`src/hdl/u8d_pkg.sv`:
```
// package: types, codes and tables of the utf-8 stream decoder
`default_nettype none

package u8d_pkg;

    localparam int COUNT_BITS = 32;
    localparam int OUT_BITS   = 32;
    localparam int CP_BITS    = 21;

    typedef logic [COUNT_BITS-1:0] count_t;
    typedef logic [3:0]            dfa_state_t;
    typedef logic [3:0]            byte_class_t;

    localparam logic [1:0] STATUS_PENDING   = 2'd0;
    localparam logic [1:0] STATUS_DONE      = 2'd1;
    localparam logic [1:0] STATUS_INVALID   = 2'd2;
    localparam logic [1:0] STATUS_TRUNCATED = 2'd3;

    localparam dfa_state_t DFA_ACCEPT = 4'd0;
    localparam dfa_state_t DFA_REJECT = 4'd1;
    localparam dfa_state_t DFA_LAST   = 4'd8;

    localparam logic [CP_BITS-1:0] CP_MAX = 21'h10FFFF;
    localparam logic [CP_BITS-1:0] SURROGATE_LO = 21'h00D800;
    localparam logic [CP_BITS-1:0] SURROGATE_HI = 21'h00DFFF;

    typedef struct packed {
        logic [7:0] data_byte;
        logic       end_of_string;
    } byte_beat_t;

    typedef struct packed {
        logic [1:0]         status;
        logic [CP_BITS-1:0] codepoint;
        logic [OUT_BITS-1:0] codepoint_count;
        logic [OUT_BITS-1:0] bytes_seen;
        logic               string_done;
    } result_beat_t;

    // row = state, column = byte class
    localparam dfa_state_t NEXT_STATE [0:143] = '{
        4'd0, 4'd1, 4'd2, 4'd3, 4'd5, 4'd8, 4'd7, 4'd1,
        4'd1, 4'd1, 4'd4, 4'd6, 4'd1, 4'd1, 4'd1, 4'd1,
        4'd1, 4'd1, 4'd1, 4'd1, 4'd1, 4'd1, 4'd1, 4'd1,
        4'd1, 4'd1, 4'd1, 4'd1, 4'd1, 4'd1, 4'd1, 4'd1,
        4'd1, 4'd0, 4'd1, 4'd1, 4'd1, 4'd1, 4'd1, 4'd0,
        4'd1, 4'd0, 4'd1, 4'd1, 4'd1, 4'd1, 4'd1, 4'd1,
        4'd1, 4'd2, 4'd1, 4'd1, 4'd1, 4'd1, 4'd1, 4'd2,
        4'd1, 4'd2, 4'd1, 4'd1, 4'd1, 4'd1, 4'd1, 4'd1,
        4'd1, 4'd1, 4'd1, 4'd1, 4'd1, 4'd1, 4'd1, 4'd2,
        4'd1, 4'd1, 4'd1, 4'd1, 4'd1, 4'd1, 4'd1, 4'd1,
        4'd1, 4'd2, 4'd1, 4'd1, 4'd1, 4'd1, 4'd1, 4'd1,
        4'd1, 4'd2, 4'd1, 4'd1, 4'd1, 4'd1, 4'd1, 4'd1,
        4'd1, 4'd1, 4'd1, 4'd1, 4'd1, 4'd1, 4'd1, 4'd3,
        4'd1, 4'd3, 4'd1, 4'd1, 4'd1, 4'd1, 4'd1, 4'd1,
        4'd1, 4'd3, 4'd1, 4'd1, 4'd1, 4'd1, 4'd1, 4'd3,
        4'd1, 4'd3, 4'd1, 4'd1, 4'd1, 4'd1, 4'd1, 4'd1,
        4'd1, 4'd3, 4'd1, 4'd1, 4'd1, 4'd1, 4'd1, 4'd1,
        4'd1, 4'd1, 4'd1, 4'd1, 4'd1, 4'd1, 4'd1, 4'd1
    };

    function automatic byte_class_t byte_class(input logic [7:0] b);
        byte_class_t cls;
        unique case (b) inside
            [8'h00:8'h7F]: cls = 4'd0;
            [8'h80:8'h8F]: cls = 4'd1;
            [8'h90:8'h9F]: cls = 4'd9;
            [8'hA0:8'hBF]: cls = 4'd7;
            [8'hC0:8'hC1]: cls = 4'd8;
            [8'hC2:8'hDF]: cls = 4'd2;
            8'hE0:         cls = 4'd10;
            [8'hE1:8'hEC]: cls = 4'd3;
            8'hED:         cls = 4'd4;
            [8'hEE:8'hEF]: cls = 4'd3;
            8'hF0:         cls = 4'd11;
            [8'hF1:8'hF3]: cls = 4'd6;
            8'hF4:         cls = 4'd5;
            default:       cls = 4'd8;
        endcase
        return cls;
    endfunction

    function automatic count_t sat_inc(input count_t v);
        return (v == {COUNT_BITS{1'b1}}) ? v : v + count_t'(1);
    endfunction

    function automatic logic [OUT_BITS-1:0] to_out(input count_t v);
        return ((v >> OUT_BITS) != '0) ? {OUT_BITS{1'b1}} : OUT_BITS'(v);
    endfunction

endpackage

`default_nettype wire

```
`src/hdl/u8d_core.sv`:
```
// dfa state, partial codepoint and counters of the utf-8 decoder
`default_nettype none

module u8d_core (
    input  wire                   clk,
    input  wire                   rst_n,
    input  wire                   step,
    input  wire u8d_pkg::byte_beat_t beat,
    output u8d_pkg::result_beat_t result
);
    import u8d_pkg::*;

    dfa_state_t          dfa_state_reg, dfa_state_next;
    logic [CP_BITS-1:0]  partial_reg, partial_next;
    count_t              count_reg, count_next;
    count_t              bytes_reg, bytes_next;

    dfa_state_t          st_eff;
    byte_class_t         cls;
    logic [7:0]          low_mask;

    always_comb
    begin
        st_eff   = (dfa_state_reg > DFA_LAST) ? DFA_REJECT : dfa_state_reg;
        cls      = byte_class(beat.data_byte);
        low_mask = 8'hFF >> cls;

        if (st_eff != DFA_ACCEPT)
            partial_next = {partial_reg[CP_BITS-7:0], beat.data_byte[5:0]};
        else
            partial_next = CP_BITS'(low_mask & beat.data_byte);

        dfa_state_next = NEXT_STATE[{st_eff, cls}];
        bytes_next     = sat_inc(bytes_reg);
        count_next     = (dfa_state_next == DFA_ACCEPT) ? sat_inc(count_reg) : count_reg;

        result.codepoint = '0;
        if (dfa_state_next == DFA_REJECT)
            result.status = STATUS_INVALID;
        else if (dfa_state_next == DFA_ACCEPT)
        begin
            result.status    = STATUS_DONE;
            result.codepoint = partial_next;
        end
        else if (beat.end_of_string)
            result.status = STATUS_TRUNCATED;
        else
            result.status = STATUS_PENDING;

        result.codepoint_count = to_out(count_next);
        result.bytes_seen      = to_out(bytes_next);
        result.string_done     = beat.end_of_string;
    end

    always_ff @(posedge clk or negedge rst_n)
    begin
        if (!rst_n)
        begin
            dfa_state_reg <= DFA_ACCEPT;
            partial_reg   <= '0;
            count_reg     <= '0;
            bytes_reg     <= '0;
        end
        else if (step)
        begin
            if (beat.end_of_string)
            begin
                dfa_state_reg <= DFA_ACCEPT;
                partial_reg   <= '0;
                count_reg     <= '0;
                bytes_reg     <= '0;
            end
            else
            begin
                dfa_state_reg <= dfa_state_next;
                partial_reg   <= partial_next;
                count_reg     <= count_next;
                bytes_reg     <= bytes_next;
            end
        end
    end

endmodule

`default_nettype wire

```
`src/hdl/utf8_stream_decoder.sv`:
```
// top level of the utf-8 stream decoder
//
// byte channel: byte_valid / byte_stall / byte_beat carry one raw byte and an
// end-of-string mark; a beat is taken at a rising edge with valid high and
// stall low. result channel: result_valid / result_stall / result_beat give
// one result per byte: status, codepoint, codepoint count, byte count and
// end-of-string flag. a taken byte is held in the input register, then
// decoded into the result register when the result channel is free.
// throughput: one byte per cycle while the result channel is not stalled,
// set by the single feedback path through the dfa table and counters.
// a stalled result holds in the result register; the input register keeps
// accepting until it too is full, then byte_stall rises in the same cycle.
// reset clears both valid flags, the dfa state and the counters; the byte
// with end-of-string set returns the state to accept for the next string.
`default_nettype none

module utf8_stream_decoder (
    input  wire                   clk,
    input  wire                   rst_n,
    input  wire                   byte_valid,
    output logic                  byte_stall,
    input  wire u8d_pkg::byte_beat_t byte_beat,
    output logic                  result_valid,
    input  wire                   result_stall,
    output u8d_pkg::result_beat_t result_beat
);
    import u8d_pkg::*;

    logic         s1_valid_reg;
    byte_beat_t   s1_beat_reg;
    logic         result_valid_reg;
    result_beat_t result_beat_reg;
    result_beat_t core_result;

    logic out_free;
    logic load_s1;
    logic step;

    assign out_free   = !result_valid_reg || !result_stall;
    assign step       = s1_valid_reg && out_free;
    assign byte_stall = s1_valid_reg && !out_free;
    assign load_s1    = byte_valid && !byte_stall;

    u8d_core u_core (
        .clk    (clk),
        .rst_n  (rst_n),
        .step   (step),
        .beat   (s1_beat_reg),
        .result (core_result)
    );

    always_ff @(posedge clk or negedge rst_n)
    begin
        if (!rst_n)
        begin
            s1_valid_reg     <= 1'b0;
            result_valid_reg <= 1'b0;
        end
        else
        begin
            if (load_s1)
                s1_valid_reg <= 1'b1;
            else if (step)
                s1_valid_reg <= 1'b0;

            if (step)
                result_valid_reg <= 1'b1;
            else if (out_free)
                result_valid_reg <= 1'b0;
        end
    end

    always_ff @(posedge clk)
    begin
        if (load_s1)
            s1_beat_reg <= byte_beat;
        if (step)
            result_beat_reg <= core_result;
    end

    assign result_valid = result_valid_reg;
    assign result_beat  = result_beat_reg;

endmodule

`default_nettype wire

```
`config.mk`:
```
export PLATFORM = sky130hd
export DESIGN_NAME = utf8_stream_decoder
export DESIGN_NICKNAME = d
export VERILOG_FILES = /design/src/hdl/u8d_pkg.sv /design/src/hdl/u8d_core.sv /design/src/hdl/utf8_stream_decoder.sv
export SDC_FILE = /design/constraint.sdc
export NUM_CORES = 1
export LEC_CHECK = 0
export BUFFER_PORTS_ARGS = -buffer_cell sky130_fd_sc_hd__buf_2
export CELL_PAD_IN_SITES_DETAIL_PLACEMENT = 1
export CELL_PAD_IN_SITES_GLOBAL_PLACEMENT = 1
export CORE_MARGIN = 2
export CORE_UTILIZATION = 47
export DETAILED_ROUTE_END_ITERATION = 8
export PLACE_DENSITY_LB_ADDON = 0.25
export SLEW_MARGIN = 20
export SYNTH_ARGS = -nofsm -noshare
export SYNTH_HDL_FRONTEND = slang
export SYNTH_SLANG_ARGS = --single-unit
```
`constraint.sdc`:
```
create_clock -name clk -period 7.55 [get_ports clk]
set_input_delay 0.755 -clock clk [delete_from_list [all_inputs] [get_ports clk]]
set_output_delay 0.755 -clock clk [all_outputs]
set_load 0.005 [all_outputs]
```
==> impl_summary.txt, run 1 <==
----------------------------------------------------
[Worst setup path]
  Setup CP Type ... reg2reg
  Crit Reg-Reg Startpoint ... s1_beat_reg[3]
  Setup crit end kind ... flop
  CP Max Fanout ... 20
  Worst r2r dst ... u_core.count_reg[22]
  Crit path DAT ... 4.44 ns
  Launching element type of the critical path ... flop
  Setup slack on the worst flop-to-flop path ... roughly 3.4 ns
  Required time of the critical path ... roughly 7.9 ns
  Number of cells traversed by the worst register-to-register path ... 8

[Route]
  Average routed wire per standard cell ... 19.5 um
  Via count ... 7322
  Residual DRC ... 0
  Final wirelength ... 24.1 mm
  DRT Pass-1 Iters ... 5
  Number of DRC markers after the initial detailed-route iteration ... between 300 and 400
  Vias/cell ... 5.90
  Post-route ant nets ... 0

[Job]
  Max capacitance violation total ... 0

[Clock network]
  Register clock-pin slew on the reported worst setup and hold paths ... around 0.070 ns
  Count of instances resized after the clock tree is built ... 0
  Count of clock tree sinks ... 182
  Htree depth ... 4
  Maximum root-to-sink buffer count ... 2
  Hold-fix buffer count after cts ... 0
  Post CTS Setup Buffer Count ... 0
  Insertion delay to the later sink of the worst-skew pair ... 0.44 ns
  Clock buffer count from CTS ... 17
  Clock tree from TritonCTS ... done
  Cell at the root of the clock tree ... sky130_fd_sc_hd__clkbuf_16

[Synthesis]
  Seq/Total Area, Yosys ... 0.536
  Per-instance average area after synthesis ... 10.5 um^2
  Number of flops mapped to enable cells by yosys ... 97
  Post-Syn Nets ... roughly 910
  Share of async-settable or async-resettable flops after synthesis ... 0.467
  Unique masters post-synth ... between 70 and 80
  Cell area after synthesis ... 9410 um^2
  Primary FF master, synth ... sky130_fd_sc_hd__edfxtp_1
  Post-Syn Instances ... 899
  Yosys Warn Count ... 0
  #FFs+latches synth ... 182

[STA]
  Fin Clk Skew ... approximately 0.014 ns
  Number of endpoints with negative hold slack in the final report ... 0
  Time the final worst path needs with I/O delays and setup ... 4.12 ns
  Number of pins exceeding their max-slew limit in the final report ... 0
  Sum Neg Setup Slack ... 0 ns
  Relative slew margins ... 0.295
  Final critical-path share of the clock period ... 0.545
  Final worst-path setup slack ... 3.43 ns
  Slew @ Worst Pin ... 1.05 ns
  Fmax ... 243 MHz
  RSZ-0062 raised after global routing ... false
  Setup violations, final ... 0

[Layout]
  Fin area ... between 10000 and 15000 um^2
  Share of cells above drive strength 1 ... 0.165
  Final std cells w/o fill ... 1240
  Final net count ... 977
  Flip-flop count of the largest register after layout ... 88
  Fill count ... 2148
  Layout overhead on the synthesized area ... 13.7%
  Antenna Cells ... 0
  Area of the multi-input gates ... between 4000 and 5000 um^2
  Area taken by flip-flops and latches ... 5040 um^2

[Floorplan]
  Horizontal die dimension ... around 150 um
  Vertical extent of the die ... 145 um
  Number of standard-cell rows in the floorplan ... 51
  Total Die Area ... 21200 um^2
  Initial Util ... 0.482
  Core Area ... approximately 20000 um^2
  Boundary pin count ... 103

[Power]
  P_leak ... 4.57 nW
  Power density over the cells ... 253 nW/um^2
  Sum of internal, switching and leakage power ... 0.00271 W
  Worst IR Drop VDD ... 186 uV

[Outcome]
  Status ... complete, no violations

[GRT]
  Global route overflow ... 0
  Pin count of the biggest net entering global routing ... 80
  Number of antenna violations at the first check in global routing ... 0
  GRT Overall Usage ... 0.229
  Vias in the first global route ... 7512
  Wire length of the first global-routing pass ... 39.4 mm

[Placed design]
  Post-placement cell area ... around 10000 um^2
  Post-place setup slack ... 3.46 ns
  Post-DP HPWL ... 15.9 mm
  Number of cells after detailed placement ... 1208
  Gpl congestion ... 0.883
  Count of buffers inserted at the top-level ports ... 102

[Worst hold path]
  Worst min-delay path category ... in2async

----------------------------------------------------
==> Yosys cell counts, types with 4 or more instances <==
| cell type | count | area share |
|---|---|---|
| sky130_fd_sc_hd__a21oi_1 | 15 | 0.0080 |
| sky130_fd_sc_hd__nand2_1 | 99 | 0.040 |
| sky130_fd_sc_hd__nand4_1 | 25 | 0.017 |
| sky130_fd_sc_hd__nor2b_1 | 13 | 0.0086 |
| sky130_fd_sc_hd__xnor2_1 | 40 | 0.037 |
| sky130_fd_sc_hd__mux2i_1 | 33 | 0.035 |
| sky130_fd_sc_hd__a22o_1 | 11 | 0.010 |
| sky130_fd_sc_hd__nor3_1 | 39 | 0.021 |
| sky130_fd_sc_hd__or2_2 | 4 | 0.0027 |
| sky130_fd_sc_hd__o31ai_1 | 6 | 0.0048 |
| sky130_fd_sc_hd__and2_1 | 4 | 0.0027 |
| sky130_fd_sc_hd__nor2_1 | 67 | 0.027 |
| sky130_fd_sc_hd__o21ai_0 | 45 | 0.024 |
| sky130_fd_sc_hd__xor2_1 | 23 | 0.021 |
| sky130_fd_sc_hd__nand2b_1 | 6 | 0.0040 |
| sky130_fd_sc_hd__edfxtp_1 | 97 | 0.31 |
| sky130_fd_sc_hd__or4_1 | 5 | 0.0040 |
| sky130_fd_sc_hd__and3_1 | 37 | 0.025 |
| sky130_fd_sc_hd__a22oi_1 | 10 | 0.0080 |
| sky130_fd_sc_hd__inv_1 | 23 | 0.0092 |
| sky130_fd_sc_hd__nor4_1 | 20 | 0.013 |
| sky130_fd_sc_hd__and4_1 | 8 | 0.0074 |
| sky130_fd_sc_hd__nand3_1 | 32 | 0.017 |
| sky130_fd_sc_hd__o311ai_0 | 8 | 0.0074 |
| sky130_fd_sc_hd__dfrtp_1 | 85 | 0.23 |
| sky130_fd_sc_hd__buf_2 | 8 | 0.0043 |
| sky130_fd_sc_hd__o311a_1 | 5 | 0.0053 |
| sky130_fd_sc_hd__a221o_1 | 10 | 0.011 |
| sky130_fd_sc_hd__clkbuf_1 | 53 | 0.021 |
==> cell families after synthesis <==
family | Yosys count | synth area share
adders and majority gates | 2 | 0.00266
DFF | 182 | 0.536
and+or+nand+nor | 379 | 0.210
AOI/OAI and AO/OA | 151 | 0.119
buffers and inverters | 88 | 0.0370
muxes | 34 | 0.0363
xor gates and xnor gates | 63 | 0.0587
==> how the worst max path moves through the flow <==
stage	from	endpoint	slack, ns	depth (start not counted)
floorplan	result_stall	u_core.partial_reg[10]	3.41	6
global placement	s1_beat_reg[3]	u_core.count_reg[22]	3.66	8
detailed placement	s1_beat_reg[3]	u_core.count_reg[22]	3.46	8
CTS	s1_beat_reg[3]	u_core.count_reg[22]	3.45	8
global route	s1_beat_reg[3]	result_beat[39]	3.17	8
finish	s1_beat_reg[3]	u_core.count_reg[22]	3.43	8
==> through the flow <==
| stage | utilization | hold slack [ns] |
|---|---|---|
| floorplan | - | 0.457 |
| global placement | 0.515 | 0.481 |
| detailed placement | 0.515 | 0.486 |
| CTS | 0.548 | 0.172 |
| global route | 0.548 | 0.180 |
| finish | 0.548 | 0.168 |
==> critical path, stage by stage (launching register included) <==
cell and delay [ns]:
sky130_fd_sc_hd__edfxtp_1 0.57, sky130_fd_sc_hd__or4_1 0.60, sky130_fd_sc_hd__o21ai_1 0.30, sky130_fd_sc_hd__o211ai_4 0.16, sky130_fd_sc_hd__a32o_1 0.35, sky130_fd_sc_hd__a311oi_4 0.35
sky130_fd_sc_hd__nand3_1 0.77, sky130_fd_sc_hd__o311a_1 0.64, sky130_fd_sc_hd__a221o_1 0.27
==> report_power, final <==
group	leakage, nW	switching [W]	internal (W)
Clock	0.317	0.000403	0.000592
Sequential	2.11	0.000109	0.00117
Combinational	2.14	0.000277	0.000149
==> layer usage <==
metal  vias up  wire (um)  global-route usage
li1       3443          -                   -
met1      3685      10800               0.308
met2       159      12000               0.382
met3        35        829              0.0357
met4         0        515              0.0775
met5         -          0                   0
==> placed cells by master (no fill, tap or decap), types with 7 or more instances in the layout <==
cell,n
sky130_fd_sc_hd__buf_2,101
sky130_fd_sc_hd__nand2_1,98
sky130_fd_sc_hd__edfxtp_1,97
sky130_fd_sc_hd__dfrtp_1,85
sky130_fd_sc_hd__nor2_1,67
sky130_fd_sc_hd__o21ai_0,45
sky130_fd_sc_hd__xnor2_1,40
sky130_fd_sc_hd__nor3_1,39
sky130_fd_sc_hd__and3_1,37
sky130_fd_sc_hd__mux2i_1,33
sky130_fd_sc_hd__nand3_1,32
sky130_fd_sc_hd__nand4_1,25
sky130_fd_sc_hd__inv_1,23
sky130_fd_sc_hd__xor2_1,23
sky130_fd_sc_hd__nor4_1,20
sky130_fd_sc_hd__clkbuf_16,17
sky130_fd_sc_hd__a21oi_1,15
sky130_fd_sc_hd__nor2b_1,13
sky130_fd_sc_hd__a22o_1,11
sky130_fd_sc_hd__a221o_1,10
sky130_fd_sc_hd__a22oi_1,10
sky130_fd_sc_hd__and4_1,8
sky130_fd_sc_hd__o311ai_0,8
sky130_fd_sc_hd__buf_4,7
==> area by class of cell <==
| type | count | area share |
|---|---|---|
| timing repair buffer | 108 | 0.0522 |
| tap | 265 | 0.0310 |
| clock inverter | 14 | 0.0205 |
| multi-input combinational | 629 | 0.376 |
| inverter | 24 | 0.00866 |
| sequential | 182 | 0.471 |
| clock buffer | 18 | 0.0401 |
No activity file was read; power rests on OpenSTA's default activity.
==> run 2, diff against run 1 <==
Settings changed: CORE_UTILIZATION 47 to 42.
Clock period 7.55 ns to 3.6 ns, I/O delays scaled along.
==> impl_summary.txt, run 2 (synthesized netlist as in run 1, its figures left out) <==
----------------------------------------------------
[Layout]
  Flip-flop count of the largest register after layout ... 88 (unchanged)
  Fin area ... 10900 um^2 (was 10700 um^2)
  Layout overhead on the synthesized area ... 15.5% (was 13.7%)
  Final net count ... 999 (was 977)
  Final std cells w/o fill ... 1277 (was 1240)
  Share of cells above drive strength 1 ... 0.183 (was 0.165)
  Most frequent standard cell in the layout excluding fill and tap cells ... sky130_fd_sc_hd__buf_2 (unchanged)
  Antenna Cells ... 0 (unchanged)
  Most frequent cells in the layout ... sky130_fd_sc_hd__buf_2, sky130_fd_sc_hd__nand2_1, sky130_fd_sc_hd__edfxtp_1 (unchanged)

[Route]
  Average routed wire per standard cell ... 18.9 um (was 19.5 um)
  Via count ... 7389 (was 7322)
  Residual DRC ... 0 (unchanged)
  Final wirelength ... 24.2 mm (was 24.1 mm)
  Post-route ant nets ... 0 (unchanged)
  Vias/cell ... 5.79 (was 5.90)
  Number of DRC markers after the initial detailed-route iteration ... 365 (was 392)
  DRT Pass-1 Iters ... 5 (unchanged)

[Power]
  Worst IR Drop VDD ... 325 uV (was 186 uV)
  Switching pwr ... 0.00167 W (was 0.000790 W)
  Gate power share ... 0.168 (was 0.158)
  Clock group share of total power ... 0.353 (was 0.368)
  Sum of internal, switching and leakage power ... 0.00560 W (was 0.00271 W)
  Sequential share of power ... 0.479 (was 0.475)
  Internal power of the cells ... 0.00393 W (was 0.00192 W)
  Fraction of power spent switching nets ... 0.299 (was 0.292)
  P_leak ... 4.66 nW (was 4.57 nW)
  Power density over the cells ... 515 nW/um^2 (was 253 nW/um^2)

[Worst setup path]
  Crit path DAT ... 3.63 ns (was 4.44 ns)
  Required time of the critical path ... 3.91 ns (was 7.87 ns)
  Worst path slowest cell ... sky130_fd_sc_hd__or4_1 (was sky130_fd_sc_hd__nand3_1)
  Worst r2r dst ... u_core.count_reg[10] (was u_core.count_reg[22])
  Setup CP Type ... reg2reg (unchanged)
  Number of cells traversed by the worst register-to-register path ... 9 (was 8)
  Setup slack on the worst flop-to-flop path ... 0.28 ns (was 3.43 ns)
  Crit Reg-Reg Startpoint ... s1_beat_reg[2] (was s1_beat_reg[3])
  Largest stage delay on the critical path ... 0.56 ns (was 0.77 ns)
  Launching element type of the critical path ... flop (unchanged)
  Setup crit end kind ... flop (unchanged)
  CP Max Fanout ... 12 (was 20)
  Cell breakdown of the critical path ... or4_1, o21ai_1, o211ai_4, a32o_1, a311oi_4, nand3_1, buf_4, o311a_1, a221o_1 (was or4_1, o21ai_1, o211ai_4, a32o_1, a311oi_4, nand3_1, o311a_1, a221o_1)

[STA]
  RSZ-0062 raised after global routing ... false (unchanged)
  Slew @ Worst Pin ... 0.963 ns (was 1.05 ns)
  Relative slew margins ... 0.358 (was 0.295)
  Number of endpoints with negative hold slack in the final report ... 0 (unchanged)
  Sum Neg Setup Slack ... 0 ns (unchanged)
  Fin Clk Skew ... 0.0114 ns (was 0.0143 ns)
  Final critical-path share of the clock period ... 0.923 (was 0.545)
  Number of pins exceeding their max-slew limit in the final report ... 0 (unchanged)
  Setup violations, final ... 0 (unchanged)
  Time the final worst path needs with I/O delays and setup ... 3.32 ns (was 4.12 ns)
  Fmax ... 301 MHz (was 243 MHz)

[Clock network]
  Cell at the root of the clock tree ... sky130_fd_sc_hd__clkbuf_16 (unchanged)
  Register clock-pin slew on the reported worst setup and hold paths ... 0.07 ns (about the same)
  Htree depth ... 4 (unchanged)
  Hold-fix buffer count after cts ... 1 (was 0)
  Maximum root-to-sink buffer count ... 2 (unchanged)
  Clock buffer count from CTS ... 17 (unchanged)
  Insertion delay to the later sink of the worst-skew pair ... 0.43 ns (was 0.44 ns)
  Count of clock tree sinks ... 182 (unchanged)
  Clock tree from TritonCTS ... done (unchanged)
  Post CTS Setup Buffer Count ... 0 (unchanged)
  Count of instances resized after the clock tree is built ... 0 (unchanged)

[Worst hold path]
  Worst Hold Depth ... 1
  Worst min-delay path category ... in2reg (was in2async)
  Hold path endpoint ... s1_beat_reg[7]
  Startpoint of the tightest hold check path ... byte_beat[7]

[Placed design]
  Post-placement cell area ... 10200 um^2 (was 10000 um^2)
  Count of buffers inserted at the top-level ports ... 102 (unchanged)
  Post-DP HPWL ... 16.1 mm (was 15.9 mm)
  Gpl congestion ... 0.907 (was 0.883)
  Number of cells after detailed placement ... 1244 (was 1208)

[Floorplan]
  Number of standard-cell rows in the floorplan ... 54 (was 51)
  Total Die Area ... 23600 um^2 (was 21200 um^2)
  Horizontal die dimension ... 154 um (was 145 um)
  Initial Util ... 0.430 (was 0.482)
  Boundary pin count ... 103 (unchanged)
  Core Area ... 21900 um^2 (was 19500 um^2)
  Vertical extent of the die ... 154 um (was 145 um)

[Outcome]
  Status ... complete, no violations (unchanged)

[GRT]
  Number of antenna violations at the first check in global routing ... 0 (unchanged)
  Wire length of the first global-routing pass ... 39.8 mm (was 39.4 mm)
  GRT Overall Usage ... 0.208 (was 0.229)
  Vias in the first global route ... 7396 (was 7512)
  Global route overflow ... 0 (unchanged)
  Pin count of the biggest net entering global routing ... 96 (was 80)

[Job]
  Max capacitance violation total ... 0 (unchanged)

----------------------------------------------------
-- run 2: worst max-delay path by stage --
stage                                      end  slack, ns  cells after the start      startpoint
after CTS                 u_core.count_reg[10]       0.27                      9  s1_beat_reg[2]
after global routing      u_core.count_reg[16]       0.04                     10  s1_beat_reg[3]
after global placement    u_core.count_reg[28]       0.39                      9  s1_beat_reg[2]
after floorplan            u_core.count_reg[2]       0.63                     10  s1_beat_reg[4]
after detailed placement  u_core.count_reg[10]       0.30                      9  s1_beat_reg[2]
final                     u_core.count_reg[10]       0.28                      9  s1_beat_reg[2]
-- run 2: final cells by class --
class / count / area, um^2
clock inverters: 14 / 188
repair buffers: 130 / 738
fillers: 2453 / 11000
flip-flops and latches: 182 / 5040
multi-input cells: 629 / 4030
inverters: 24 / 92.6
well taps: 280 / 350
clock buffers: 18 / 429
-- run 2: stage by stage --
| stage | setup WS [ns] | hold slack (ns) | utilization |
|---|---|---|---|
| final | 0.279 | 0.104 | 0.496 |
| after global routing | 0.0441 | 0.0872 | 0.496 |
| after CTS | 0.273 | 0.0877 | 0.496 |
| after detailed placement | 0.299 | 0.414 | 0.468 |
| after global placement | 0.386 | 0.406 | 0.468 |
| after floorplan | 0.627 | 0.0644 | - |
-- run 2: routing by layer --
metal  GRT usage  up-vias  wire [um]
met5           0        -          0
met4      0.0638        0        331
met3      0.0327       20        771
met2       0.346      135      11800
met1       0.282     3739      11200
li1            -     3495          -
-- run 2: power by group through the flow --
stage               Sequential [W]  Clock [W]  Combinational [W]
floorplan                  0.00264          0           0.000618
global placement           0.00271          0           0.000924
detailed placement         0.00272          0           0.000946
CTS                        0.00268    0.00202           0.000959
global route               0.00271    0.00210            0.00105
finish                     0.00268    0.00197           0.000942
-- run 2: critical path, delay by kind of cell, from the launching register on --
family	cells	cell delay (ns)
buffers and inverters	1	0.21
AO/OA/AOI/OAI	6	1.79
AND/OR/NAND/NOR	2	0.70
flip-flops	1	0.50
==> run 3, diff against run 2 <==
Settings changed: CORE_UTILIZATION 42 to 43, CTS_BUF_LIST set to sky130_fd_sc_hd__clkbuf_8.
==> impl_summary.txt, run 3 (synthesized netlist as in run 1, its figures left out) <==
----------------------------------------------------
[Layout]
  Most frequent standard cell in the layout excluding fill and tap cells ... sky130_fd_sc_hd__buf_2 (unchanged)
  Share of cells above drive strength 1 ... 0.185 (was 0.183)
  Layout overhead on the synthesized area ... 13.2% (was 15.5%)
  Flip-flop count of the largest register after layout ... 88 (unchanged)
  Fill count ... 2452 (was 2453)
  Antenna Cells ... 0 (unchanged)
  Most frequent cells in the layout ... sky130_fd_sc_hd__buf_2, sky130_fd_sc_hd__nand2_1, sky130_fd_sc_hd__edfxtp_1 (unchanged)
  Final net count ... 998 (was 999)

[Clock network]
  Htree depth ... 4 (unchanged)
  Maximum root-to-sink buffer count ... 2 (unchanged)
  Count of clock tree sinks ... 182 (unchanged)
  Cell at the root of the clock tree ... sky130_fd_sc_hd__clkbuf_8 (was sky130_fd_sc_hd__clkbuf_16)
  Insertion delay to the later sink of the worst-skew pair ... 0.47 ns (was 0.43 ns)
  Register clock-pin slew on the reported worst setup and hold paths ... 0.11 ns (was 0.07 ns)
  Clock tree from TritonCTS ... done (unchanged)
  Clock buffer count from CTS ... 17 (unchanged)

[STA]
  Fin Clk Skew ... 0.0160 ns (was 0.0114 ns)
  Final Hold Slack ... 0.0528 ns (was 0.104 ns)
  Fmax ... 298 MHz (was 301 MHz)
  Time the final worst path needs with I/O delays and setup ... 3.36 ns (was 3.32 ns)
  Number of pins exceeding their max-slew limit in the final report ... 0 (unchanged)
  Sum Neg Setup Slack ... 0 ns (unchanged)
  Final critical-path share of the clock period ... 0.932 (was 0.923)
  RSZ-0062 raised after global routing ... false (unchanged)
  Number of endpoints with negative hold slack in the final report ... 0 (unchanged)
  Slew @ Worst Pin ... 0.991 ns (was 0.963 ns)
  Setup violations, final ... 0 (unchanged)
  Relative slew margins ... 0.339 (was 0.358)

[Power]
  Internal power of the cells ... 0.00339 W (was 0.00393 W)
  Worst IR Drop VDD ... 234 uV (was 325 uV)
  Gate power share ... 0.186 (was 0.168)
  Switching pwr ... 0.00162 W (was 0.00167 W)
  P_leak ... 4.56 nW (was 4.66 nW)
  Fraction of power spent switching nets ... 0.323 (was 0.299)
  Clock group share of total power ... 0.280 (was 0.353)
  Sequential share of power ... 0.534 (was 0.479)
  Power density over the cells ... 470 nW/um^2 (was 515 nW/um^2)

[Placed design]
  Count of buffers inserted at the top-level ports ... 102 (unchanged)
  Post-DP HPWL ... 15.3 mm (was 16.1 mm)
  Gpl congestion ... 0.873 (was 0.907)

[Worst setup path]
  CP Max Fanout ... 12 (unchanged)
  Worst path slowest cell ... sky130_fd_sc_hd__or4_1 (unchanged)
  Setup slack on the worst flop-to-flop path ... 0.24 ns (was 0.28 ns)
  Worst r2r dst ... u_core.count_reg[10] (unchanged)
  Crit path DAT ... 3.71 ns (was 3.63 ns)
  Largest stage delay on the critical path ... 0.60 ns (was 0.56 ns)
  Number of cells traversed by the worst register-to-register path ... 9 (unchanged)
  Launching element type of the critical path ... flop (unchanged)
  Required time of the critical path ... 3.95 ns (was 3.91 ns)
  Setup CP Type ... reg2reg (unchanged)
  Setup crit end kind ... flop (unchanged)
  Cell breakdown of the critical path ... or4_1, o21ai_1, o211ai_4, a32o_1, a311oi_4, nand3_1, buf_4, o311a_1, a221o_1 (unchanged)
  Crit Reg-Reg Startpoint ... s1_beat_reg[4] (was s1_beat_reg[2])

[GRT]
  Number of antenna violations at the first check in global routing ... 0 (unchanged)
  Vias in the first global route ... 7314 (was 7396)
  GRT Overall Usage ... 0.205 (was 0.208)
  Global route overflow ... 0 (unchanged)
  Pin count of the biggest net entering global routing ... 141 (was 96)
  Wire length of the first global-routing pass ... 38.5 mm (was 39.8 mm)

[Worst hold path]
  Worst min-delay path category ... in2async (was in2reg)

[Route]
  Vias/cell ... 5.71 (was 5.79)
  Average routed wire per standard cell ... 18.1 um (was 18.9 um)
  Residual DRC ... 0 (unchanged)
  Final wirelength ... 23.1 mm (was 24.2 mm)
  Post-route ant nets ... 0 (unchanged)
  Via count ... 7282 (was 7389)
  DRT Pass-1 Iters ... 4 (was 5)
  Number of DRC markers after the initial detailed-route iteration ... 381 (was 365)

[Floorplan]
  Vertical extent of the die ... 152 um (was 154 um)
  Horizontal die dimension ... 152 um (was 154 um)
  Total Die Area ... 23100 um^2 (was 23600 um^2)
  Boundary pin count ... 103 (unchanged)
  Number of standard-cell rows in the floorplan ... 54 (unchanged)
  Core Area ... 21600 um^2 (was 21900 um^2)
  Initial Util ... 0.435 (was 0.430)

[Job]
  Max capacitance violation total ... 0 (unchanged)

[Outcome]
  Status ... complete, no violations (unchanged)

----------------------------------------------------
==> run 3: cell count changes in the layout (fill, tap and decap cells not counted), sizes merged <==
cell         previous run  this run
inv                    31        32
clkinv                  2         3
clkbuf                 18        17
bufinv                  3         1
clkinvlp                2         3
dlygate4sd3             1         0
==> run 3: worst max-delay path by stage <==
| stage | depth (start not counted) | slack [ns] | start | end |
|---|---|---|---|---|
| 2_1_floorplan | 10 | 0.63 | s1_beat_reg[4] | u_core.count_reg[2] |
| 3_3_place_gp | 10 | 0.31 | s1_beat_reg[3] | result_beat[85] |
| 3_5_place_dp | 9 | 0.19 | s1_beat_reg[4] | u_core.count_reg[8] |
| 4_1_cts | 9 | 0.21 | s1_beat_reg[4] | u_core.count_reg[8] |
| 5_1_grt | 10 | 0.05 | s1_beat_reg[4] | u_core.count_reg[3] |
| 6_report | 9 | 0.24 | s1_beat_reg[4] | u_core.count_reg[10] |
==> run 3: metrics by stage <==
stage | worst slack (ns) | total power, W | std cells | instance area [um^2] | util
2_1_floorplan | 0.627 | 0.00326 | 899 | 9410 | -
3_3_place_gp | 0.313 | 0.00363 | 1243 | 10200 | 0.474
3_5_place_dp | 0.193 | 0.00366 | 1243 | 10200 | 0.474
4_1_cts | 0.206 | 0.00506 | 1275 | 10600 | 0.492
5_1_grt | 0.0542 | 0.00527 | 1276 | 10700 | 0.493
6_report | 0.245 | 0.00500 | 1276 | 10700 | 0.493
==> run 3: layout make-up <==
cell class | count | area [um^2] | share of cell area
flip-flops and latches | 182 | 5040 | 0.473
multi-input cells | 629 | 4030 | 0.379
repair buffers | 129 | 741 | 0.0695
well taps | 280 | 350 | 0.0329
clock buffers | 17 | 234 | 0.0220
clock inverters | 15 | 160 | 0.0150
inverters | 24 | 92.6 | 0.00869
==> run 3: power by group through the flow <==
stage	logic, W	registers [W]	clock network, W
final	0.000933	0.00267	0.00140
after floorplan	0.000618	0.00264	0
after CTS	0.000945	0.00267	0.00144
after global routing	0.00104	0.00270	0.00152
after detailed placement	0.000942	0.00271	0
after global placement	0.000921	0.00271	0
==> run 3: what timing repair did <==
| item | CTS | global route |
|---|---|---|
| hold buffers | 0 | 0 |
| setup buffers | 0 | 1 |
| gates resized for setup | 0 | 1 |
| setup endpoints to repair | 0 | 39 |
==> run 3: critical path, delay by kind of cell (launching register included) <==
kind	cells	cell delay, ns
compound gates	6	1.72
buf+inv	1	0.21
flops	1	0.56
simple gates	2	0.75
==> run 3: per-layer routing <==
metal,part of all wire,routed length (um),track usage
met3,0.027,629,0.0311
met5,0,0,0
met4,0.015,337,0.0574
met1,0.46,10700,0.273
met2,0.49,11400,0.350
